--- src/rtl/core/bz2x_pkg.sv ---
// Shared constants, types and channel arithmetic for the 2x bilinear RGBA upscaler.
`default_nettype none
package bz2x_pkg;

  localparam int MAX_WIDTH  = 2048;
  localparam int MAX_HEIGHT = 4096;
  localparam int COL_W      = $clog2(MAX_WIDTH);
  localparam int ROW_W      = $clog2(MAX_HEIGHT);
  localparam int PIX_W      = 32;
  localparam int SW_W       = 12;
  localparam int SH_W       = 13;
  localparam int DROW_W     = 13;
  localparam int DCOL_W     = 12;
  localparam int CFG_D_W    = 13;
  localparam int Q_DEPTH    = 4;
  localparam int Q_PTR_W    = $clog2(Q_DEPTH);

  localparam logic [0:0] REG_SRC_WIDTH  = 1'b0;
  localparam logic [0:0] REG_SRC_HEIGHT = 1'b1;

  localparam logic [SW_W-1:0] SRC_WIDTH_RST  = SW_W'(640);
  localparam logic [SH_W-1:0] SRC_HEIGHT_RST = SH_W'(480);

  typedef struct packed {
    logic [ROW_W-1:0] row;
    logic [COL_W-1:0] col;
    logic             last_col;
    logic             frame_end;
    logic [PIX_W-1:0] cur;
    logic [PIX_W-1:0] above;
    logic [PIX_W-1:0] left;
    logic [PIX_W-1:0] left_above;
  } job_t;

  function automatic logic [PIX_W-1:0] mean2(input logic [PIX_W-1:0] a,
                                             input logic [PIX_W-1:0] b);
    logic [PIX_W-1:0] r;
    logic [8:0]       s;
    r = '0;
    for (int k = 0; k < 4; k++) begin
      s = {1'b0, a[8*k +: 8]} + {1'b0, b[8*k +: 8]};
      r[8*k +: 8] = s[8:1];
    end
    return r;
  endfunction

  function automatic logic [PIX_W-1:0] mean4(input logic [PIX_W-1:0] a,
                                             input logic [PIX_W-1:0] b,
                                             input logic [PIX_W-1:0] c,
                                             input logic [PIX_W-1:0] d);
    logic [PIX_W-1:0] r;
    logic [9:0]       s;
    r = '0;
    for (int k = 0; k < 4; k++) begin
      s = {2'b0, a[8*k +: 8]} + {2'b0, b[8*k +: 8]} +
          {2'b0, c[8*k +: 8]} + {2'b0, d[8*k +: 8]};
      r[8*k +: 8] = s[9:2];
    end
    return r;
  endfunction

  function automatic logic [COL_W-1:0] width_last(input logic [SW_W-1:0] w);
    logic [COL_W-1:0] r;
    if (w < SW_W'(2)) begin
      r = COL_W'(1);
    end else if (w > SW_W'(MAX_WIDTH)) begin
      r = COL_W'(MAX_WIDTH - 1);
    end else begin
      r = COL_W'(w - SW_W'(1));
    end
    return r;
  endfunction

  function automatic logic [ROW_W-1:0] height_last(input logic [SH_W-1:0] h);
    logic [ROW_W-1:0] r;
    if (h < SH_W'(2)) begin
      r = ROW_W'(1);
    end else if (h > SH_W'(MAX_HEIGHT)) begin
      r = ROW_W'(MAX_HEIGHT - 1);
    end else begin
      r = ROW_W'(h - SH_W'(1));
    end
    return r;
  endfunction

endpackage
`default_nettype wire

--- src/rtl/core/bz2x_queue.sv ---
// Short job queue between the front end and the result sequencer.
`default_nettype none
module bz2x_queue (
  input  wire            clk,
  input  wire            rst_n,
  input  wire            push_valid,
  output logic           push_ready,
  input  bz2x_pkg::job_t push_data,
  output logic           pop_valid,
  input  wire            pop_ready,
  output bz2x_pkg::job_t pop_data
);

  bz2x_pkg::job_t                 slot_r [bz2x_pkg::Q_DEPTH];
  logic [bz2x_pkg::Q_PTR_W-1:0]   wr_r;
  logic [bz2x_pkg::Q_PTR_W-1:0]   rd_r;
  logic [bz2x_pkg::Q_PTR_W:0]     cnt_r;
  logic                           push;
  logic                           pop;

  assign push_ready = cnt_r != (bz2x_pkg::Q_PTR_W+1)'(bz2x_pkg::Q_DEPTH);
  assign pop_valid  = cnt_r != '0;
  assign push       = push_valid && push_ready;
  assign pop        = pop_valid && pop_ready;
  assign pop_data   = slot_r[rd_r];

  always_ff @(posedge clk) begin
    if (!rst_n) begin
      wr_r  <= '0;
      rd_r  <= '0;
      cnt_r <= '0;
    end else begin
      if (push) begin
        wr_r <= wr_r + bz2x_pkg::Q_PTR_W'(1);
      end
      if (pop) begin
        rd_r <= rd_r + bz2x_pkg::Q_PTR_W'(1);
      end
      if (push && !pop) begin
        cnt_r <= cnt_r + (bz2x_pkg::Q_PTR_W+1)'(1);
      end else if (pop && !push) begin
        cnt_r <= cnt_r - (bz2x_pkg::Q_PTR_W+1)'(1);
      end
    end
  end

  always_ff @(posedge clk) begin
    if (push) begin
      slot_r[wr_r] <= push_data;
    end
  end

  a_cnt_bound: assert property (@(posedge clk) disable iff (!rst_n)
    cnt_r <= (bz2x_pkg::Q_PTR_W+1)'(bz2x_pkg::Q_DEPTH)) else $error("queue overflow");

endmodule
`default_nettype wire

--- config.mk ---
export PLATFORM = sky130hd
export DESIGN_NAME = bz2x_queue
export DESIGN_NICKNAME = d
export VERILOG_FILES = /design/src/rtl/core/bz2x_pkg.sv /design/src/rtl/core/bz2x_queue.sv
export SDC_FILE = /design/constraint.sdc
export NUM_CORES = 1
export LEC_CHECK = 0
export ABC_AREA = 1
export BUFFER_PORTS_ARGS = -buffer_cell sky130_fd_sc_hd__buf_2
export CORE_MARGIN = 10
export CORE_UTILIZATION = 30
export DETAILED_ROUTE_END_ITERATION = 10
export PLACE_DENSITY = 0.47
export SYNTH_ARGS = -nofsm -noshare
export SYNTH_HDL_FRONTEND = slang
export SYNTH_SLANG_ARGS = --single-unit
--- constraint.sdc ---
create_clock -name clk -period 13.1 [get_ports clk]
set_input_delay 2.62 -clock clk [delete_from_list [all_inputs] [get_ports clk]]
set_output_delay 2.62 -clock clk [all_outputs]
set_load 0.005 [all_outputs]
# Word level (Yosys, flattened, before mapping)
# Memory sizes are Yosys's and may differ from the RTL's. A register that Yosys moved wholly into a read port is not among the register bits.
# Cells that the tools add are included.
dict set report classes {
  bitwise_logic 0
  mul 0
  shift 0
  magnitude_cmp 0
  mux 6
  reduce_logical 8
  n_div 0
  eq_ne 1
  add_sub_neg 4
}
# operator n
set op_table {}
lappend op_table {{3-bit 2-to-1 mux} 2}
lappend op_table {{2-bit by 1-bit adder with 2-bit output (second input constant)} 2}
lappend op_table {{1-bit logical AND} 4}
lappend op_table {{2-bit 2-to-1 mux} 2}
lappend op_table {{3-bit by 1-bit adder with 3-bit output (second input constant)} 1}
lappend op_table {{3-bit inequality test (second input constant)} 1}
lappend op_table {{3-bit nonzero test} 1}
lappend op_table {{3-bit by 1-bit subtractor with 3-bit output (second input constant)} 1}
lappend op_table {{1-bit logical NOT} 2}
lappend op_table {{1-bit 2-to-1 mux} 2}
lappend op_table {{2-bit nonzero test} 1}
dict set report totals {
  out_inout_bits 155
  n_memories 1
  romBits 0
  ram_bits 612
  regBits 7
  word_cells 23
  latchBits 0
}
# name depth word_bits read_ports rd_ports_with_merged_regs wr line
set mem_list {}
lappend mem_list {slot_r 4 153 1 1 1 bz2x_queue.sv:14} ;# bz2x_pkg::job_t slot_r [bz2x_pkg::Q_DEPTH];

# Depth between registers and ports, before layout
# Gate-level depths: netlist (run 1).
dict set report logic_depth {
  ltp_word 6
  mapped_depth 13
}

# Worst setup path before layout (run 1)
# Ideal clock, no wire load.
dict set report synth_timing {
  path_type {input-to-reg}
  from {input port push_valid}
  to {memory slot_r[0][0] (netlist bit) (enable)}
  arrival_ns 9.082
  t_required_ns 12.432
  setup_slack_ns 3.350
  path_buffers 0
  stages 2
  path_cell_list {nand2_1 -> nor2_1}
}
dict set report synth_between {
  elab_chain_cells 3
}
# item line
set synth_lines {}
lappend synth_lines {{start: declaration} bz2x_queue.sv:6} ;# input wire push_valid,
lappend synth_lines {{1-bit logical AND} bz2x_queue.sv:23} ;# assign push = push_valid && push_ready;
lappend synth_lines {{1-bit 2-to-1 mux} bz2x_queue.sv:48} ;# if (push) begin
lappend synth_lines {{1-bit 2-to-1 mux (implied by the code)} bz2x_queue.sv:49} ;# slot_r[wr_r] <= push_data;
lappend synth_lines {{end: declaration} bz2x_queue.sv:14}
# No other way between the ends.

==> results of run 1 <==
## registers in the layout, summed over array words and instances, names as in the netlist, named ones only
| register | flops |
|---|---|
| wr_r | 2 |
| slot_r | 612 |
| rd_r | 2 |
| cnt_r | 3 |
## worst min path at each step
stage	from	to	slack, ns	cells after the start
CTS	rd_r[0]	flop	0.51	2
finish	rd_r[1]	flop	0.51	2
global route	rd_r[1]	flop	0.55	2
floorplan	rd_r[1]	flop	0.46	2
detailed placement	rd_r[0]	flop	0.50	2
global placement	rd_r[0]	rd_r[0]	0.49	2
## power groups by stage
| stage | registers, µW | clock network (µW) | logic, µW |
|---|---|---|---|
| finish | 2460 | 1890 | 1160 |
| global route | 2480 | 2030 | 1310 |
| CTS | 2460 | 1940 | 1210 |
| detailed placement | 2500 | 0 | 1210 |
| global placement | 2500 | 0 | 1200 |
| floorplan | 2540 | 0 | 681 |
## cells in the final DEF (no fill, tap or decap)
cell type	Yosys	routed
sky130_fd_sc_hd__clkinv_1	0	12
sky130_fd_sc_hd__clkbuf_16	0	70
sky130_fd_sc_hd__fa_1	1	1
sky130_fd_sc_hd__inv_6	0	3
sky130_fd_sc_hd__xor2_1	1	1
sky130_fd_sc_hd__inv_8	1	1
sky130_fd_sc_hd__clkinv_2	0	5
sky130_fd_sc_hd__nor2_4	0	4
sky130_fd_sc_hd__edfxtp_1	612	612
sky130_fd_sc_hd__o21ai_0	288	288
sky130_fd_sc_hd__nand2_1	15	15
sky130_fd_sc_hd__buf_4	5	21
sky130_fd_sc_hd__o21ai_1	19	19
sky130_fd_sc_hd__clkinv_8	0	3
sky130_fd_sc_hd__nor2_1	320	316
sky130_fd_sc_hd__diode_2	0	1
sky130_fd_sc_hd__inv_1	14	14
sky130_fd_sc_hd__nand3_1	4	4
sky130_fd_sc_hd__dfxtp_1	9	7
sky130_fd_sc_hd__dfxtp_4	0	2
sky130_fd_sc_hd__o22ai_1	153	153
sky130_fd_sc_hd__bufinv_16	0	7
sky130_fd_sc_hd__clkbuf_1	40	20
sky130_fd_sc_hd__buf_2	24	311
sky130_fd_sc_hd__clkbuf_8	0	1
sky130_fd_sc_hd__inv_4	0	1
sky130_fd_sc_hd__ha_1	5	5
sky130_fd_sc_hd__a21oi_1	3	3
sky130_fd_sc_hd__nand3b_1	1	1
## layout make-up
| type | count | area (µm²) | share of cell area [%] |
|---|---|---|---|
| inverters | 16 | 70.07 | 0.2525 |
| clock inverters | 30 | 355.3 | 1.280 |
| multi-input cells | 810 | 3915 | 14.11 |
| clock buffers | 91 | 1841 | 6.632 |
| diodes | 1 | 2.502 | 0.009017 |
| repair buffers | 332 | 1714 | 6.177 |
| well taps | 1030 | 1289 | 4.644 |
| flip-flops and latches | 621 | 18570 | 66.90 |
## per-layer routing
| metal | vias to the layer above | GRT usage (%) | routed length, µm |
|---|---|---|---|
| li1 | 6460 | - | - |
| met1 | 6824 | 16.04 | 25360 |
| met2 | 340 | 21.18 | 28340 |
| met3 | 116 | 3.582 | 3608 |
| met4 | 24 | 4.130 | 1465 |
| met5 | - | 0 | 172 |
## worst max-delay path, stage by stage (launching register included)
cell	delay, ns
sky130_fd_sc_hd__dfxtp_4	0.37
sky130_fd_sc_hd__buf_4	0.56
sky130_fd_sc_hd__buf_4	0.84
sky130_fd_sc_hd__buf_4	0.66
sky130_fd_sc_hd__o21ai_0	0.19
sky130_fd_sc_hd__o22ai_1	0.29
sky130_fd_sc_hd__buf_2	0.17
## logic make-up after synthesis
kind of cell / share of synthesized area [%]
adder cells (fa/ha/maj): 0.3565
buffers and inverters: 3.122
flip-flops: 80.11
AND/OR/NAND/NOR: 5.547
XOR/XNOR: 0.03781
AO/OA/AOI/OAI: 10.83
## Yosys cell counts, drive strengths merged
cell type	count	area, µm²
edfxtp	612	18380
nor2	320	1201
o21ai	307	1536
o22ai	153	957.2
buf	58	495.5
clkbuf	42	160.1
inv	16	67.56
nand2	15	56.30
dfxtp	9	180.2
ha	5	62.56
nand3	4	20.02
a21oi	3	15.01
fa	1	20.02
nand3b	1	7.510
xor2	1	8.760
## through the flow
step,utilization [%],std cells
floorplan,-,1547
global placement,33.53,2809
detailed placement,33.53,2809
CTS,36.42,2930
global route,36.42,2931
finish,36.42,2931
==> results.md, run 1 <==
* Initial core utilization at 30.40%
* Internal reg-to-reg setup slack at 9.82 ns
* Global placer's final weighted congestion at 0.7284
* Critical Path End Type: primary output
* Chip width at 297.9 µm
* Total number of vias at 13764
* Worst setup endpoint: pop_data[75]
* DRC violations left at 0
* Cell area after layout at 27750 µm²
* Combinational power share at 21.1%
* Buffer cell driving the clock tree root: sky130_fd_sc_hd__clkbuf_16
* Std-Cell Rows at 101
* Setup-failing EPs final at 0
* Number of fill cells at 7266
* Cells after Synth at 1547
* CP Data Arrival Time at 3.87 ns
* Global-route total usage across every layer at 12.81%
* Post-synthesis area per instance at 14.97 µm²
* Sw Share at 28.97%
* Count of cells along the worst register-to-register path at 6
* Maximum ir drop on the vdd rail at 0.0001100 V
* Net count reported at finish at 2014
* TritonCTS clock tree: done
* Die Y-Extent at 297.9 µm
* CTS max path bufs at 3
* Internal power consumption at 3916 µW
* Antenna-violating nets left at 0
* Die Area at 88740 µm²
* Standard cell area after detailed placement at 25550 µm²
* Power density cells at 198.6 nW/µm²
* Number of DRC markers after the initial detailed-route iteration at 739
* First-pass GRT wire length at 87720 µm
* Fraction of final layout cells with drive strength greater than 1 at 22.58%
* Unique masters post-synth at 22
* Largest net degree at the start of global routing at 126
* Fin Setup TNS at 0 ns
* H-Tree Depth at 3
* Core Area at 76200 µm²
* Max Fanout on Critical Path at 95
* Number of failing hold endpoints at the final stage at 0
* Slew at the pin closest to its max-slew limit at 1.035 ns
* Synth warn at 0
* Required time of the critical path at 10.48 ns
* Switch Pwr at 1597 µW
* Leftover overflow at the end of global routing at 0
* 1st-pass router iterations at 4
* Layout-stage area growth over the synthesis result at 19.79%
* Final slew viol count at 0
* Dpl ws at 7.208 ns
* Clock transition at the register clock pins on the worst setup and hold paths after CTS at 0.06 ns
* HPWL Detailed at 33530 µm
* RSZ-0062 raised after global routing: no
* Result of the run: finished, final reports clean
* Setup Buffers After CTS at 0
* Count of input and output buffers at 311
* Leakage at 0.009492 µW
* Smallest hold slack at 0.5122 ns
* CTS Sinks at 621
* Crit Reg-Reg Startpoint: cnt_r[0]
* Antenna violations before repair at 14
* Sequential fraction of the synthesis area at 80.11%
* Min setup slack post-route at 6.605 ns
* Overall power consumption at 5513 µW
* Vias in the first global route at 13828
* Syn Nets at 1710
* Cell area after synthesis at 23170 µm²
* RR Endpoint: slot_r[0][101]
* Detail-routed net length per standard cell at 20.11 µm
* WS Path Type: reg -> out
* Setup clock skew after layout at 0.02216 ns
* Hold-fix buffers at CTS at 0
* Number of maximum-capacitance violations at 0
* Peak clock frequency supported by timing at 0.1540 GHz
* Routed via count divided by cell count at 4.696
* Io pins at 312
* Clock insertion delay at the later pin of the skew report at 0.59 ns
* Critical path launch point type: flop
* Total of cells resized after clock tree synthesis at 0
* Share of total power in the clock network at 34.2%
* Post-layout min period at 6.495 ns
* Final Routed Wirelength at 58940 µm
* Sequential fraction of design power at 44.7%
* Count of state elements after synthesis at 621
* Cts bufs inserted at 70
* Worst-case headroom to the max-slew limit at 31.01%
* Type of the tightest min-delay check: reg -> reg
* Post-route fraction of the period consumed by the critical path at 49.58%
(Power assumes the default switching activity.)
==> run 2, diff against run 1 <==
- ABC_AREA: 1 -> 0
- clock period: 13.1 -> 6.2 ns (I/O delays scaled with it)
==> results.md, run 2 <==
* Number of maximum-capacitance violations at 0
* Maximum ir drop on the vdd rail at 0.0003175 V
* Largest net degree at the start of global routing at 83
* Antenna violations before repair at 15
* Die Y-Extent at 293.9 µm
* Global-route total usage across every layer at 11.30%
* Io pins at 312
* Final slew viol count at 0
* Count of state elements after synthesis at 621
* Crit Reg-Reg Startpoint: cnt_r[0]
* Total number of vias at 10039
* Count of input and output buffers at 311
* Max Fanout on Critical Path at 43
* Internal reg-to-reg setup slack at 3.60 ns
* Layout-stage area growth over the synthesis result at 21.31%
* Routed via count divided by cell count at 4.502
* Synth warn at 0
* Synth top cells by count: sky130_fd_sc_hd__edfxtp_1, sky130_fd_sc_hd__mux4_2, sky130_fd_sc_hd__buf_2
* Hold path start: wr_r[1]
* Crit-path slowest cell: sky130_fd_sc_hd__dfxtp_4
* Leftover overflow at the end of global routing at 0
* Setup-failing EPs final at 0
* Worst-case headroom to the max-slew limit at 43.72%
* Setup Buffers After CTS at 0
* Delay of the slowest critical-path stage at 0.90 ns
* 1st-pass router iterations at 4
* Cell accounting for the most synthesized area: sky130_fd_sc_hd__edfxtp_1
* CP Data Arrival Time at 2.75 ns
* First-pass GRT wire length at 72800 µm
* Antenna-violating nets left at 0
* Clock insertion delay at the later pin of the skew report at 0.59 ns
* Count of cells along the worst register-to-register path at 4
* Chip width at 293.9 µm
* Result of the run: finished, final reports clean
* Peak clock frequency supported by timing at 0.2509 GHz
* Detail-routed net length per standard cell at 22.16 µm
* Top cells by area in the synthesized netlist: sky130_fd_sc_hd__edfxtp_1, sky130_fd_sc_hd__mux4_2, sky130_fd_sc_hd__dfxtp_1, sky130_fd_sc_hd__buf_6, sky130_fd_sc_hd__buf_2
* H-Tree Depth at 3
* Syn Nets at 1010
* Unique masters post-synth at 23
* HPWL Detailed at 30340 µm
* Predominant post-synthesis flop cell: sky130_fd_sc_hd__edfxtp_1
* Slew at the pin closest to its max-slew limit at 0.8443 ns
* Most used cells in the layout excluding fill and tap cells: sky130_fd_sc_hd__edfxtp_1, sky130_fd_sc_hd__buf_2, sky130_fd_sc_hd__mux4_2
* Critical Path End Type: primary output
* Vias in the first global route at 10999
* Sequential fraction of the synthesis area at 82.43%
* Standard cell area after detailed placement at 25300 µm²
* Largest Register: slot_r
* Most repeated cell in the gate-level netlist after synthesis: sky130_fd_sc_hd__edfxtp_1
* Cell-by-cell listing of the critical path: buf_12 -> mux4_2 -> buf_2
* Critical path launch point type: flop
* Hold-fix buffers at CTS at 0
* Cells after Synth at 847
* Hold endpoint: wr_r[1]
* Type of the tightest min-delay check: reg -> reg
* Fin Setup TNS at 0 ns
* WS Path Type: reg -> out
* Number of synthesized flops with an enable pin at 612
* Number of DRC markers after the initial detailed-route iteration at 576
* Global placer's final weighted congestion at 0.6924
* Leakage at 0.008937 µW
* Registers with the most flip-flops: slot_r (612), cnt_r (3)
* Net count reported at finish at 1373
* Power density cells at 411.8 nW/µm²
* CTS Sinks at 621
* Setup clock skew after layout at 0.01642 ns
* Die Area at 86400 µm²
* Initial core utilization at 30.24%
* Cts bufs inserted at 68
* CTS max path bufs at 3
* Post-synthesis area per instance at 26.58 µm²
* Area share of the largest cell type after synthesis at 81.63%
* RR Endpoint: slot_r[3][102]
* Number of failing hold endpoints at the final stage at 0
* Number of flip-flops in the largest register at 612
* DRC violations left at 0
* Buffer cell driving the clock tree root: sky130_fd_sc_hd__clkbuf_16
* TritonCTS clock tree: done
* Cell area after layout at 27310 µm²
* Post-route fraction of the period consumed by the critical path at 64.29%
* RSZ-0062 raised after global routing: no
* Clock transition at the register clock pins on the worst setup and hold paths after CTS at 0.06 ns
* Post-layout min period at 3.986 ns
* Required time of the critical path at 4.96 ns
* Number of instances on the worst hold path at 2
* Total of cells resized after clock tree synthesis at 0
* Std-Cell Rows at 100
* Fraction of final layout cells with drive strength greater than 1 at 45.43%
* Share of synthesized flip-flops with an asynchronous set or reset at 0%
* Core Area at 74450 µm²
* Cell area after synthesis at 22510 µm²
* Final Routed Wirelength at 49410 µm
* Most common cell after layout, fill and taps aside: sky130_fd_sc_hd__edfxtp_1
run 2: cell count changes after synthesis, sizes merged, moves of 13 or more:
cell    delta
o22ai    -153
clkbuf    -35
inv       -13
buf       -30
mux4     +153
nor2     -319
o21ai    -306
run 2: per-stage QoR:
stage,hold slack (ns),power (µW),utilization (%),cells,setup WS (ns)
2_1_floorplan,0.4677,6783,-,847,0.6065
3_3_place_gp,0.4858,7816,33.98,2109,2.713
3_5_place_dp,0.4967,7845,33.98,2109,2.692
4_1_cts,0.5053,11550,36.67,2226,2.019
5_1_grt,0.5461,11850,36.68,2227,1.960
6_report,0.5047,11250,36.69,2230,2.214
run 2: worst max-delay path by stage:
| stage | from | end | slack, ns | depth (start not counted) |
|---|---|---|---|---|
| after floorplan | push_valid | slot_r[0][0] | 0.61 | 2 |
| after global placement | flop | pop_data[0] | 2.71 | 3 |
| after detailed placement | flop | pop_data[0] | 2.69 | 3 |
| after CTS | flop | pop_data[0] | 2.02 | 3 |
| after global routing | flop | pop_data[148] | 1.96 | 3 |
| final | flop | pop_data[148] | 2.21 | 3 |
run 2: final cells by class:
cell class	instances	area, µm²
fillers	6839	47140
multi-input cells	188	3735
clock buffers	82	1775
well taps	969	1212
clock inverters	35	230.2
diodes	4	10.01
repair buffers	328	1772
inverters	3	11.26
flip-flops and latches	621	18570
run 2: cell families after synthesis:
logic type,Yosys count,synth area share [%]
fa+ha+maj,6,0.3668
xor+xnor,4,0.1556
compound gates,5,0.1778
simple gates,17,0.4057
mux,156,15.44
flops,621,82.43
buf+inv,38,1.028
run 2: routing by layer:
| metal | GRT usage [%] | vias up | part of all wire [%] |
|---|---|---|---|
| li1 | - | 4411 | - |
| met1 | 13.71 | 5250 | 40 |
| met2 | 18.35 | 275 | 49 |
| met3 | 4.216 | 83 | 8.2 |
| met4 | 3.815 | 20 | 2.1 |
| met5 | 0 | - | 0.22 |
run 2: critical path: cells and delay by family, from the launching register on:
kind	cells	cell delay, ns
multiplexers	1	0.59
flip-flops	1	0.90
buffers and inverters	2	0.58
run 2: power breakdown:
group	leakage, µW	internal, µW	switching, µW	total [µW]
logic	0.00228	1190	1160	2340
registers	0.00568	5100	179	5280
clock network	0.000977	2080	1550	3630
