$ cat config.mk
export PLATFORM = sky130hd
export DESIGN_NAME = bz2x_back
export DESIGN_NICKNAME = d
export VERILOG_FILES = /design/src/rtl/core/bz2x_pkg.sv /design/src/rtl/core/bz2x_back.sv
export SDC_FILE = /design/constraint.sdc
export NUM_CORES = 1
export LEC_CHECK = 0
export ABC_CLOCK_PERIOD_IN_PS = 11400
export BUFFER_PORTS_ARGS = -buffer_cell sky130_fd_sc_hd__buf_2
export CAP_MARGIN = 10
export CORE_UTILIZATION = 25
export DETAILED_ROUTE_END_ITERATION = 6
export HOLD_SLACK_MARGIN = 0.06
export SETUP_SLACK_MARGIN = 0.15
export SYNTH_ARGS = -nofsm -noshare
export SYNTH_HDL_FRONTEND = slang
export SYNTH_SLANG_ARGS = --single-unit
$ cat constraint.sdc
create_clock -name clk -period 11.4 [get_ports clk]
set_clock_uncertainty 0.05 [all_clocks]
set_input_delay 1.71 -clock clk [delete_from_list [all_inputs] [get_ports clk]]
set_output_delay 1.71 -clock clk [all_outputs]
set_load 0.02 [all_outputs]
$ cat src/rtl/core/bz2x_pkg.sv
// Shared constants, types and channel arithmetic for the 2x bilinear RGBA upscaler.
`default_nettype none
package bz2x_pkg;

  localparam int MAX_WIDTH  = 2048;
  localparam int MAX_HEIGHT = 4096;
  localparam int COL_W      = $clog2(MAX_WIDTH);
  localparam int ROW_W      = $clog2(MAX_HEIGHT);
  localparam int PIX_W      = 32;
  localparam int SW_W       = 12;
  localparam int SH_W       = 13;
  localparam int DROW_W     = 13;
  localparam int DCOL_W     = 12;
  localparam int CFG_D_W    = 13;
  localparam int Q_DEPTH    = 4;
  localparam int Q_PTR_W    = $clog2(Q_DEPTH);

  localparam logic [0:0] REG_SRC_WIDTH  = 1'b0;
  localparam logic [0:0] REG_SRC_HEIGHT = 1'b1;

  localparam logic [SW_W-1:0] SRC_WIDTH_RST  = SW_W'(640);
  localparam logic [SH_W-1:0] SRC_HEIGHT_RST = SH_W'(480);

  typedef struct packed {
    logic [ROW_W-1:0] row;
    logic [COL_W-1:0] col;
    logic             last_col;
    logic             frame_end;
    logic [PIX_W-1:0] cur;
    logic [PIX_W-1:0] above;
    logic [PIX_W-1:0] left;
    logic [PIX_W-1:0] left_above;
  } job_t;

  function automatic logic [PIX_W-1:0] mean2(input logic [PIX_W-1:0] a,
                                             input logic [PIX_W-1:0] b);
    logic [PIX_W-1:0] r;
    logic [8:0]       s;
    r = '0;
    for (int k = 0; k < 4; k++) begin
      s = {1'b0, a[8*k +: 8]} + {1'b0, b[8*k +: 8]};
      r[8*k +: 8] = s[8:1];
    end
    return r;
  endfunction

  function automatic logic [PIX_W-1:0] mean4(input logic [PIX_W-1:0] a,
                                             input logic [PIX_W-1:0] b,
                                             input logic [PIX_W-1:0] c,
                                             input logic [PIX_W-1:0] d);
    logic [PIX_W-1:0] r;
    logic [9:0]       s;
    r = '0;
    for (int k = 0; k < 4; k++) begin
      s = {2'b0, a[8*k +: 8]} + {2'b0, b[8*k +: 8]} +
          {2'b0, c[8*k +: 8]} + {2'b0, d[8*k +: 8]};
      r[8*k +: 8] = s[9:2];
    end
    return r;
  endfunction

  function automatic logic [COL_W-1:0] width_last(input logic [SW_W-1:0] w);
    logic [COL_W-1:0] r;
    if (w < SW_W'(2)) begin
      r = COL_W'(1);
    end else if (w > SW_W'(MAX_WIDTH)) begin
      r = COL_W'(MAX_WIDTH - 1);
    end else begin
      r = COL_W'(w - SW_W'(1));
    end
    return r;
  endfunction

  function automatic logic [ROW_W-1:0] height_last(input logic [SH_W-1:0] h);
    logic [ROW_W-1:0] r;
    if (h < SH_W'(2)) begin
      r = ROW_W'(1);
    end else if (h > SH_W'(MAX_HEIGHT)) begin
      r = ROW_W'(MAX_HEIGHT - 1);
    end else begin
      r = ROW_W'(h - SH_W'(1));
    end
    return r;
  endfunction

endpackage
`default_nettype wire

$ cat src/rtl/core/bz2x_back.sv
// Back end: walks each job through its destination pixels, one per cycle while the output is not stalled.
`default_nettype none
module bz2x_back (
  input  wire                         clk,
  input  wire                         rst_n,
  input  wire                         job_valid,
  output logic                        job_ready,
  input  bz2x_pkg::job_t              job,
  output logic                        out_valid,
  input  wire                         out_ready,
  output logic [bz2x_pkg::DROW_W-1:0] out_dst_row,
  output logic [bz2x_pkg::DCOL_W-1:0] out_dst_col,
  output logic [bz2x_pkg::PIX_W-1:0]  out_dst_pixel,
  output logic                        out_last_of_item,
  output logic                        out_frame_done
);

  typedef enum logic [1:0] {
    POS_MID,
    POS_MAIN,
    POS_COPY
  } pos_t;

  pos_t pos_r;
  pos_t pos_eff;
  logic line_r;
  logic out_v_r;
  logic [bz2x_pkg::DROW_W-1:0] row_o_r;
  logic [bz2x_pkg::DCOL_W-1:0] col_o_r;
  logic [bz2x_pkg::PIX_W-1:0]  pix_o_r;
  logic                        last_o_r;
  logic                        done_o_r;

  logic load;
  logic line_end;
  logic [bz2x_pkg::PIX_W-1:0]  hmid;
  logic [bz2x_pkg::PIX_W-1:0]  vmid;
  logic [bz2x_pkg::PIX_W-1:0]  ctr;
  logic [bz2x_pkg::PIX_W-1:0]  mid_px;
  logic [bz2x_pkg::PIX_W-1:0]  main_px;
  logic [bz2x_pkg::PIX_W-1:0]  pix_sel;
  logic [bz2x_pkg::DROW_W-1:0] row_sel;
  logic [bz2x_pkg::DCOL_W-1:0] col_sel;

  assign load      = job_valid && (!out_v_r || out_ready);
  assign pos_eff   = (pos_r == POS_MID && job.col == '0) ? POS_MAIN : pos_r;
  assign line_end  = (pos_eff == POS_COPY) || (pos_eff == POS_MAIN && !job.last_col);
  assign job_ready = load && line_r && line_end;

  assign hmid = bz2x_pkg::mean2(job.left, job.cur);
  assign vmid = bz2x_pkg::mean2(job.above, job.cur);
  assign ctr  = bz2x_pkg::mean4(job.left_above, job.above, job.left, job.cur);

  always_comb begin
    if (!line_r && job.row != '0) begin
      mid_px  = ctr;
      main_px = vmid;
      row_sel = {job.row, 1'b0};
    end else begin
      mid_px  = hmid;
      main_px = job.cur;
      row_sel = line_r ? {job.row, 1'b1} : '0;
    end
    case (pos_eff)
      POS_MID: begin
        pix_sel = mid_px;
        col_sel = {job.col - bz2x_pkg::COL_W'(1), 1'b1};
      end
      POS_MAIN: begin
        pix_sel = main_px;
        col_sel = {job.col, 1'b0};
      end
      POS_COPY: begin
        pix_sel = main_px;
        col_sel = {job.col, 1'b1};
      end
      default: begin
        pix_sel = main_px;
        col_sel = {job.col, 1'b0};
      end
    endcase
  end

  always_ff @(posedge clk) begin
    if (!rst_n) begin
      pos_r   <= POS_MID;
      line_r  <= 1'b0;
      out_v_r <= 1'b0;
    end else begin
      if (load) begin
        out_v_r  <= 1'b1;
        row_o_r  <= row_sel;
        col_o_r  <= col_sel;
        pix_o_r  <= pix_sel;
        last_o_r <= line_r && line_end;
        done_o_r <= line_r && line_end && job.frame_end;
        if (line_end) begin
          pos_r  <= POS_MID;
          line_r <= !line_r;
        end else if (pos_eff == POS_MID) begin
          pos_r <= POS_MAIN;
        end else begin
          pos_r <= POS_COPY;
        end
      end else if (out_ready) begin
        out_v_r <= 1'b0;
      end
    end
  end

  assign out_valid        = out_v_r;
  assign out_dst_row      = row_o_r;
  assign out_dst_col      = col_o_r;
  assign out_dst_pixel    = pix_o_r;
  assign out_last_of_item = last_o_r;
  assign out_frame_done   = done_o_r;

  a_done_is_last: assert property (@(posedge clk) disable iff (!rst_n)
    out_v_r && done_o_r |-> last_o_r) else $error("frame end not on item end");
  a_second_line_odd: assert property (@(posedge clk) disable iff (!rst_n)
    load && line_r |=> row_o_r[0]) else $error("second line row not odd");

endmodule
`default_nettype wire

# Yosys cells after proc, flatten, opt, wreduce, memory -nomap -nowiden
# Cells that the tools add are included.
[op_classes]
bitwise_logic = 0
shift = 0
eq_ne = 2
add_sub_neg = 21
div = 0
n_reduce_logical = 20
magnitude_cmp = 0
mux = 11
multipliers = 0
[op_table]
columns = ["op", "count"]
rows = [
  ["adder 8 x 8 -> 9 bit", 12],
  ["two-way mux 32 bit", 3],
  ["adder 10 x 8 -> 10 bit", 4],
  ["adder 9 x 8 -> 10 bit", 4],
  ["two-way mux 13 bit", 2],
  ["one-hot mux 12 bit (2 select lines)", 1],
  ["nonzero test 12 bit", 1],
  ["logical NOT 11 bit", 1],
  ["subtractor 11 x 1 -> 11 bit (second input constant)", 1],
  ["logical AND 1 bit", 8],
  ["two-way mux 2 bit", 3],
  ["logical NOT 2 bit", 2],
  ["AND reduction 2 bit", 2],
  ["logical NOT 1 bit", 3],
  ["== test 2 x 1 -> 1 bit (second input constant)", 1],
  ["== test 2 bit (second input constant)", 1],
  ["logical OR 1 bit", 2],
  ["two-way mux 1 bit", 2],
  ["nonzero test 2 bit", 1],
]
[word_totals]
mem_bits_ro = 0
latch_bits = 0
mem_count = 0
word_cells = 63
ramBits = 0
reg_bits = 63
input_bits = 157

# Longest topological paths before layout
# Gate-level depths: netlist of the first run.
[depth]
ltp_word = 8
depth_mapped = 13
mapped_depth_nobuf = 13

# Worst setup path before layout of the first run
# Ideal clock, no wire load.
[synth_timing]
path_type = "input to register"
from = "in job_valid"
to = "reg col_o_r, in the netlist out_dst_col[0] (enable)"
stages = 2
required_ns = 10.874
setup_slack_ns = 6.507
path_buffers = 0
arrival_time_ns = 4.366
path_cell_list = "o21ai_0 nor2_1"
[synth_via]
elab_chain_len = 2
[synth_lines]
columns = ["element", "line_no", "text"]
rows = [
  ["from (decl)", "bz2x_back.sv:6", "input wire job_valid,"],
  ["logical AND 1 bit", "bz2x_back.sv:45", "assign load = job_valid && (!out_v_r || out_ready);"],
  ["AND reduction 2 bit (no line)", "-", ""],
  ["to (signal assigned)", "bz2x_back.sv:93", "col_o_r <= col_sel;"],
  ["to (decl)", "bz2x_back.sv:29", "logic [bz2x_pkg::DCOL_W-1:0] col_o_r;"],
]
# Every way passes these cells.
# A chain may end at the register's enable or synchronous reset.

# Final worst setup path of the first run
[layout_timing]
from = "in job[130] (netlist bit)"
to = "out job_ready"
[layout_via]
elab_chain_len = 7
word_cells_on_any_way = 8
classes_between = "2 x eq/ne; 1 x mux; 5 x reduce/logical"
[layout_lines]
columns = ["element", "line_no", "text"]
rows = [
  ["from (decl)", "bz2x_back.sv:8", "input bz2x_pkg::job_t job,"],
  ["logical NOT 11 bit (*)", "bz2x_back.sv:46", "assign pos_eff = (pos_r == POS_MID && job.col == '0) ? POS_MAIN : pos_r;"],
  ["logical AND 1 bit (*)", "bz2x_back.sv:46", ""],
  ["two-way mux 2 bit (*)", "bz2x_back.sv:46", ""],
  ["== test 2 x 1 -> 1 bit", "bz2x_back.sv:47", "assign line_end = (pos_eff == POS_COPY) || (pos_eff == POS_MAIN && !job.last_col);"],
  ["logical AND 1 bit", "bz2x_back.sv:47", ""],
  ["logical OR 1 bit (*)", "bz2x_back.sv:47", ""],
  ["logical AND 1 bit (*)", "bz2x_back.sv:48", "assign job_ready = load && line_r && line_end;"],
  ["to (decl)", "bz2x_back.sv:7", "output logic job_ready,"],
]
# Mark *: on every way between the ends. The rest lies on a longest branch, timed or not.

==> impl_metrics.ini, run 1 <==
[global_routing]
antenna_found_initial = 2
grt_max_degree = 60
grt_pass1_vias = 7675
grt-ovfl-total = 0
grt_pass1_wl_mm = 39.94
grt_util_all_layers_pct = 14.40

[timing]
worst_pin_slew_ns = 0.8373
tns_ns = 0
drv_slew = 0
max_freq_mhz = 197.0
fin_crit_sh_pct = 44.52
rsz0062_at_grt = false
slew_headroom_pct = 44.05
hold_viol_final = 0
min_period_ns = 5.076
setup_viol = 0

[pwr]
total_power_mw = 1.298
power_density_mw_per_mm2 = 124.5
ir_drop_mv = 0.05960
p_leak_nw = 5.011

[placement]
dp_hpwl_mm = 20.25
place_inst = 1631
portBuffers = 217
gp_congestion = 0.8463

[worst_setup_path]
rr_startpoint = pos_r[1]
path_class = in -> out
r2r-end = out_dst_pixel[12]
end_kind = output pin
reg2reg_slack_ns = 8.41
crit_fanout = 4
crit_arrival_ns = 3.32
r2r_cells = 5
worst_setup_path_start_kind = primary input
cp_data_required_time_ns = 9.64

[clocking]
clkSinkCount = 63
clock_latency_ns = 0.34
cts_buffers = 9
clkTransAtPathRegs_ns = 0.06
cts.path.max_buffers = 2
hold_buffers = 0
postCtsSetupBuffers = 0
root_buffer = clkbuf_16
cts_max_level = 3
cts_tree = built
cts_resized = 0

[synthesis]
yosysUniqueCellTypes = 57
yosysSeqAreaShare_pct = 21.55
synth_fp_nets = 1309
ys_async_sr_fraction_pct = 0
mappedNetlistArea_mm2 = 0.008592
synth_top_area_share_pct = 20.62
netlist_top_cells_area = edfxtp_1 (21%), fa_1 (17%), ha_1 (12%)
synth_flop_cell = edfxtp_1
ys_ff_latch = 63
synth_largest_area_cell = edfxtp_1
syn_area_per_cell_um2 = 8.635
ys_warn_count = 0
synth_edf_count = 59
synthCells = 995

[flow_run]
cap_violations = 0

[drt]
viasPerCell = 4.634
postRouteWirelength_mm = 24.99
wire_per_inst_um = 15.18
vias = 7632
drtIter0Drc = 310
firstDrtPassIters = 5
drc = 0
antenna_left = 0

[finish]
fill_cells = 3627
syn2layout_area_growth_pct = 21.39
fin_cells = 1647
layout.nets = 1508
layout_common_cells = buf_2 (217), inv_1 (194), ha_1 (85), a21oi_1 (75), fa_1 (72)
utilization_pct = 30.95
final_common_cell = buf_2
drive_gt1_share_pct = 21.52
n_antenna_cell = 0

[hold_path]
min_to = out_valid
holdCritStartpoint = out_valid
hp-class = reg -> reg
holdPathStages = 2

[floorplanning]
dieArea_mm2 = 0.03511
rows = 67
chipHeight_um = 187.4
start_util_pct = 25.50
core_region_area_mm2 = 0.03370
io_pins = 218
die_x_um = 187.4

[run_status]
status = finished, final reports clean
registers in the layout (all words and copies together), names as in the netlist:
signal,cells
line_r,1
out_dst_col,12
out_dst_pixel,32
out_dst_row,13
out_frame_done,1
out_last_of_item,1
out_valid,1
pos_r,2
layout make-up:
| cell class | instances | area, µm² | area share (%) |
|---|---|---|---|
| clock buffer | 9 | 225.2 | 2.159 |
| clock inverter | 7 | 72.57 | 0.6958 |
| inverter | 194 | 728.2 | 6.982 |
| multi-input combinational | 705 | 5876 | 56.33 |
| sequential | 63 | 1852 | 17.75 |
| tap | 448 | 560.5 | 5.374 |
| timing repair buffer | 221 | 1116 | 10.70 |
synthesized netlist by cell type (4+ instances only):
cell type  count
xor2_1        23
nand3_1       12
o21a_1        20
o21bai_1       4
a21o_1        13
buf_4          4
nor2_1        54
o21ai_0       48
o211ai_1      12
a21oi_1       75
buf_2         12
nand2_1       59
inv_1        194
nand2b_1      14
edfxtp_1      59
nor2b_1       11
xnor2_1       23
a211oi_1      28
fa_1          72
o22ai_1        7
nor4_1        16
a31oi_1        5
or2_2          4
dfxtp_1        4
clkbuf_1      16
or3_1          5
o311a_1        6
o32ai_1        4
nand4_1        5
ha_1          85
mux2i_1        6
nor3_1        36
and2_1         9
a31o_2         4
cells by family after synthesis:
family	synth area share, %
flops	21.55
mux	0.9611
simple gates	14.31
xor+xnor	4.689
fa+ha+maj	29.15
buf+inv	10.35
compound gates	18.97
how the worst max path moves through the flow:
stage | start | to | slack (ns) | cells after the start
2_1_floorplan | job_valid | out_dst_col[0] | 6.51 | 2
3_3_place_gp | job[130] | job_ready | 6.38 | 9
3_5_place_dp | job[130] | job_ready | 6.31 | 9
4_1_cts | job[130] | job_ready | 6.31 | 9
5_1_grt | job[130] | job_ready | 6.14 | 9
6_report | job[130] | job_ready | 6.32 | 9
metal layers:
layer  global-route usage (%)  up-vias  wire length, µm
met4                    3.408        2              431
met1                    18.39     3586            11220
li1                         -     3816                -
met3                    2.458       29             1223
met2                    25.12      199            12110
met5                        0        -               10
metrics by stage:
step	hold slack [ns]	setup slack, ns	instance area (µm²)
after floorplan	0.4690	6.507	8592
after global placement	0.4405	6.382	10130
after detailed placement	0.4578	6.309	10130
after CTS	0.4745	6.312	10430
after global routing	0.5263	6.138	10430
final	0.4730	6.324	10430
worst max-delay path: stages:
cell     delay [ns]
buf_2          0.10
inv_1          0.08
ha_1           0.18
nor4b_4        0.26
a41oi_1        0.16
o31ai_1        0.31
and2b_1        0.22
and2_1         0.14
buf_2          0.16
power by group:
part | internal (mW) | switching, mW | leakage, nW
clock | 0.170 | 0.114 | 0.142
sequential | 0.298 | 0.00986 | 0.583
combinational | 0.299 | 0.407 | 4.29
Note: power is estimated with default switching activity, not from simulation.
==> inputs of run 2 (changes only) <==
--- a/config.mk
+++ b/config.mk
@@ -5,7 +5,8 @@
 export SDC_FILE = /design/constraint.sdc
 export NUM_CORES = 1
 export LEC_CHECK = 0
-export ABC_CLOCK_PERIOD_IN_PS = 11400
+export ABC_AREA = 1
+export ABC_CLOCK_PERIOD_IN_PS = 4600
 export BUFFER_PORTS_ARGS = -buffer_cell sky130_fd_sc_hd__buf_2
 export CAP_MARGIN = 10
 export CORE_UTILIZATION = 25
==> constraint.sdc (replaced) <==
create_clock -name clk -period 4.6 [get_ports clk]
set_clock_uncertainty 0.05 [all_clocks]
set_input_delay 0.69 -clock clk [delete_from_list [all_inputs] [get_ports clk]]
set_output_delay 0.69 -clock clk [all_outputs]
set_load 0.02 [all_outputs]
==> impl_metrics.ini, run 2 <==
[synthesis]
yosysSeqAreaShare_pct = 19.79
synth_largest_area_cell = edfxtp_1
synthCells = 1345
ys_async_sr_fraction_pct = 0
ys_warn_count = 0
synthTopCellsByCount = nand2_1 (408), inv_1 (328), nand3_1 (97)
synth_top_area_share_pct = 18.93
synth_fp_nets = 1659
ys_ff_latch = 63
yosysUniqueCellTypes = 35
syn_area_per_cell_um2 = 6.958
mappedNetlistArea_mm2 = 0.009359
synth.most_common_cell = nand2_1
synth_edf_count = 59
synth_flop_cell = edfxtp_1
netlist_top_cells_area = edfxtp_1 (19%), nand2_1 (16%), fa_1 (15%)

[floorplanning]
start_util_pct = 25.50
dieArea_mm2 = 0.03821
die_x_um = 195.5
rows = 70
chipHeight_um = 195.5
core_region_area_mm2 = 0.03670
io_pins = 218

[clocking]
clkTransAtPathRegs_ns = 0.06
clkSinkCount = 63
postCtsSetupBuffers = 0
cts_max_level = 3
hold_buffers = 0
cts_buffers = 9
cts.path.max_buffers = 2
root_buffer = clkbuf_16
clock_latency_ns = 0.34
cts_tree = built
cts_resized = 0

[drt]
drc = 0
wire_per_inst_um = 13.52
antenna_left = 0
postRouteWirelength_mm = 27.26
firstDrtPassIters = 5
vias = 8882
drtIter0Drc = 490
viasPerCell = 4.404

[global_routing]
grt_pass1_vias = 8690
antenna_found_initial = 0
grt_pass1_wl_mm = 43.90
grt-ovfl-total = 0
grt_util_all_layers_pct = 14.43
grt_max_degree = 57

[finish]
layout.nets = 1857
final_common_cell = nand2_1
syn2layout_area_growth_pct = 19.44
drive_gt1_share_pct = 16.41
layout_common_cells = nand2_1 (408), inv_1 (328), buf_2 (217), nand3_1 (97), ha_1 (85)
largest_reg_flops = 32
fin_cells = 2017

[worst_setup_path]
r2r_cells = 7
worst_setup_path_start_kind = primary input
crit_fanout = 3
end_kind = flip-flop
r2r-end = out_dst_pixel[7]
path_class = in -> reg
crit_arrival_ns = 3.32
cp_data_required_time_ns = 4.66
reg2reg_slack_ns = 2.24
rr_startpoint = line_r

[timing]
tns_ns = 0
rsz0062_at_grt = false
slew_headroom_pct = 53.66
worst_pin_slew_ns = 0.6952
setup_viol = 0
min_period_ns = 3.263
fin_crit_sh_pct = 70.94
max_freq_mhz = 306.4
hold_viol_final = 0
drv_slew = 0

[pwr]
power_density_mw_per_mm2 = 298.9
ir_drop_mv = 0.1487
p_leak_nw = 6.325

[hold_path]
holdCritStartpoint = line_r
holdPathStages = 0
hp-class = reg -> reg
min_to = out_dst_row[0]

[run_status]
status = finished, final reports clean

[placement]
gp_congestion = 0.8545
portBuffers = 217
dp_hpwl_mm = 22.43
place_inst = 2000

[flow_run]
cap_violations = 0
==> run 2: cell count changes in the layout (fill, tap and decap cells not counted), moves of 16 or more <==
cell	before	now
o21a_1	20	0
nor3_1	36	0
nand3_1	12	97
nand2_1	58	408
a211oi_1	28	0
nor4_1	16	0
inv_1	194	328
==> run 2: worst max path at each step <==
| stage | start | endpoint | slack [ns] |
|---|---|---|---|
| final | job[57] | out_dst_pixel[29] | 1.34 |
| after global routing | job[57] | out_dst_pixel[29] | 1.08 |
| after CTS | job[57] | out_dst_pixel[29] | 1.35 |
| after detailed placement | job[57] | out_dst_pixel[29] | 0.96 |
| after global placement | job[57] | out_dst_pixel[29] | 1.01 |
| after floorplan | out_ready | pos_r[1] | 0.69 |
==> run 2: kinds of logic after synthesis <==
logic type / share of synthesized area (%)
buffers and inverters: 15.57
flip-flops: 19.79
adder cells (fa/ha/maj): 26.76
XOR/XNOR: 3.743
AO/OA/AOI/OAI: 8.530
AND/OR/NAND/NOR: 25.60
==> run 2: critical path: stages <==
cell	delay, ns
buf_2	0.09
inv_1	0.08
fa_1	0.54
inv_1	0.06
fa_1	0.49
nand2_1	0.05
nor2_1	0.17
inv_1	0.08
fa_1	0.39
inv_1	0.07
nand3_1	0.06
nand2_1	0.10
nand2_1	0.08
nand2_1	0.06
nand2_1	0.06
nand3_1	0.08
nand2_1	0.05
nand2_1	0.05
nand2_1	0.05
==> run 2: per-stage QoR <==
step | hold WS [ns] | setup slack, ns | power (mW) | utilization, % | cell area (µm²)
2_1_floorplan | 0.4285 | 0.6919 | 2.131 | - | 9359
3_3_place_gp | 0.4157 | 1.014 | 2.582 | 29.60 | 10860
3_5_place_dp | 0.4240 | 0.9638 | 2.609 | 29.60 | 10860
4_1_cts | 0.4405 | 1.353 | 3.391 | 30.45 | 11180
5_1_grt | 0.4515 | 1.080 | 3.675 | 30.45 | 11180
6_report | 0.4378 | 1.337 | 3.341 | 30.46 | 11180
==> run 2: cell type report <==
type | instances | area (µm²)
multi-input combinational | 917 | 6057
tap | 468 | 585.6
antenna | 1 | 2.502
fill | 3991 | 25520
sequential | 63 | 1852
timing repair buffer | 220 | 1121
clock inverter | 7 | 86.33
inverter | 332 | 1249
clock buffer | 9 | 225.2
==> run 2: power breakdown <==
group | switching, mW | internal (mW)
Combinational | 1.13 | 0.712
Sequential | 0.0172 | 0.731
Clock | 0.279 | 0.471
==> run 2: routing by layer <==
layer,vias up,GRT usage [%],share of wire [%]
met5,-,0,0
met4,0,3.645,1.2
met3,21,2.073,4.4
met2,212,25.21,49
met1,4133,18.54,46
li1,4516,-,-
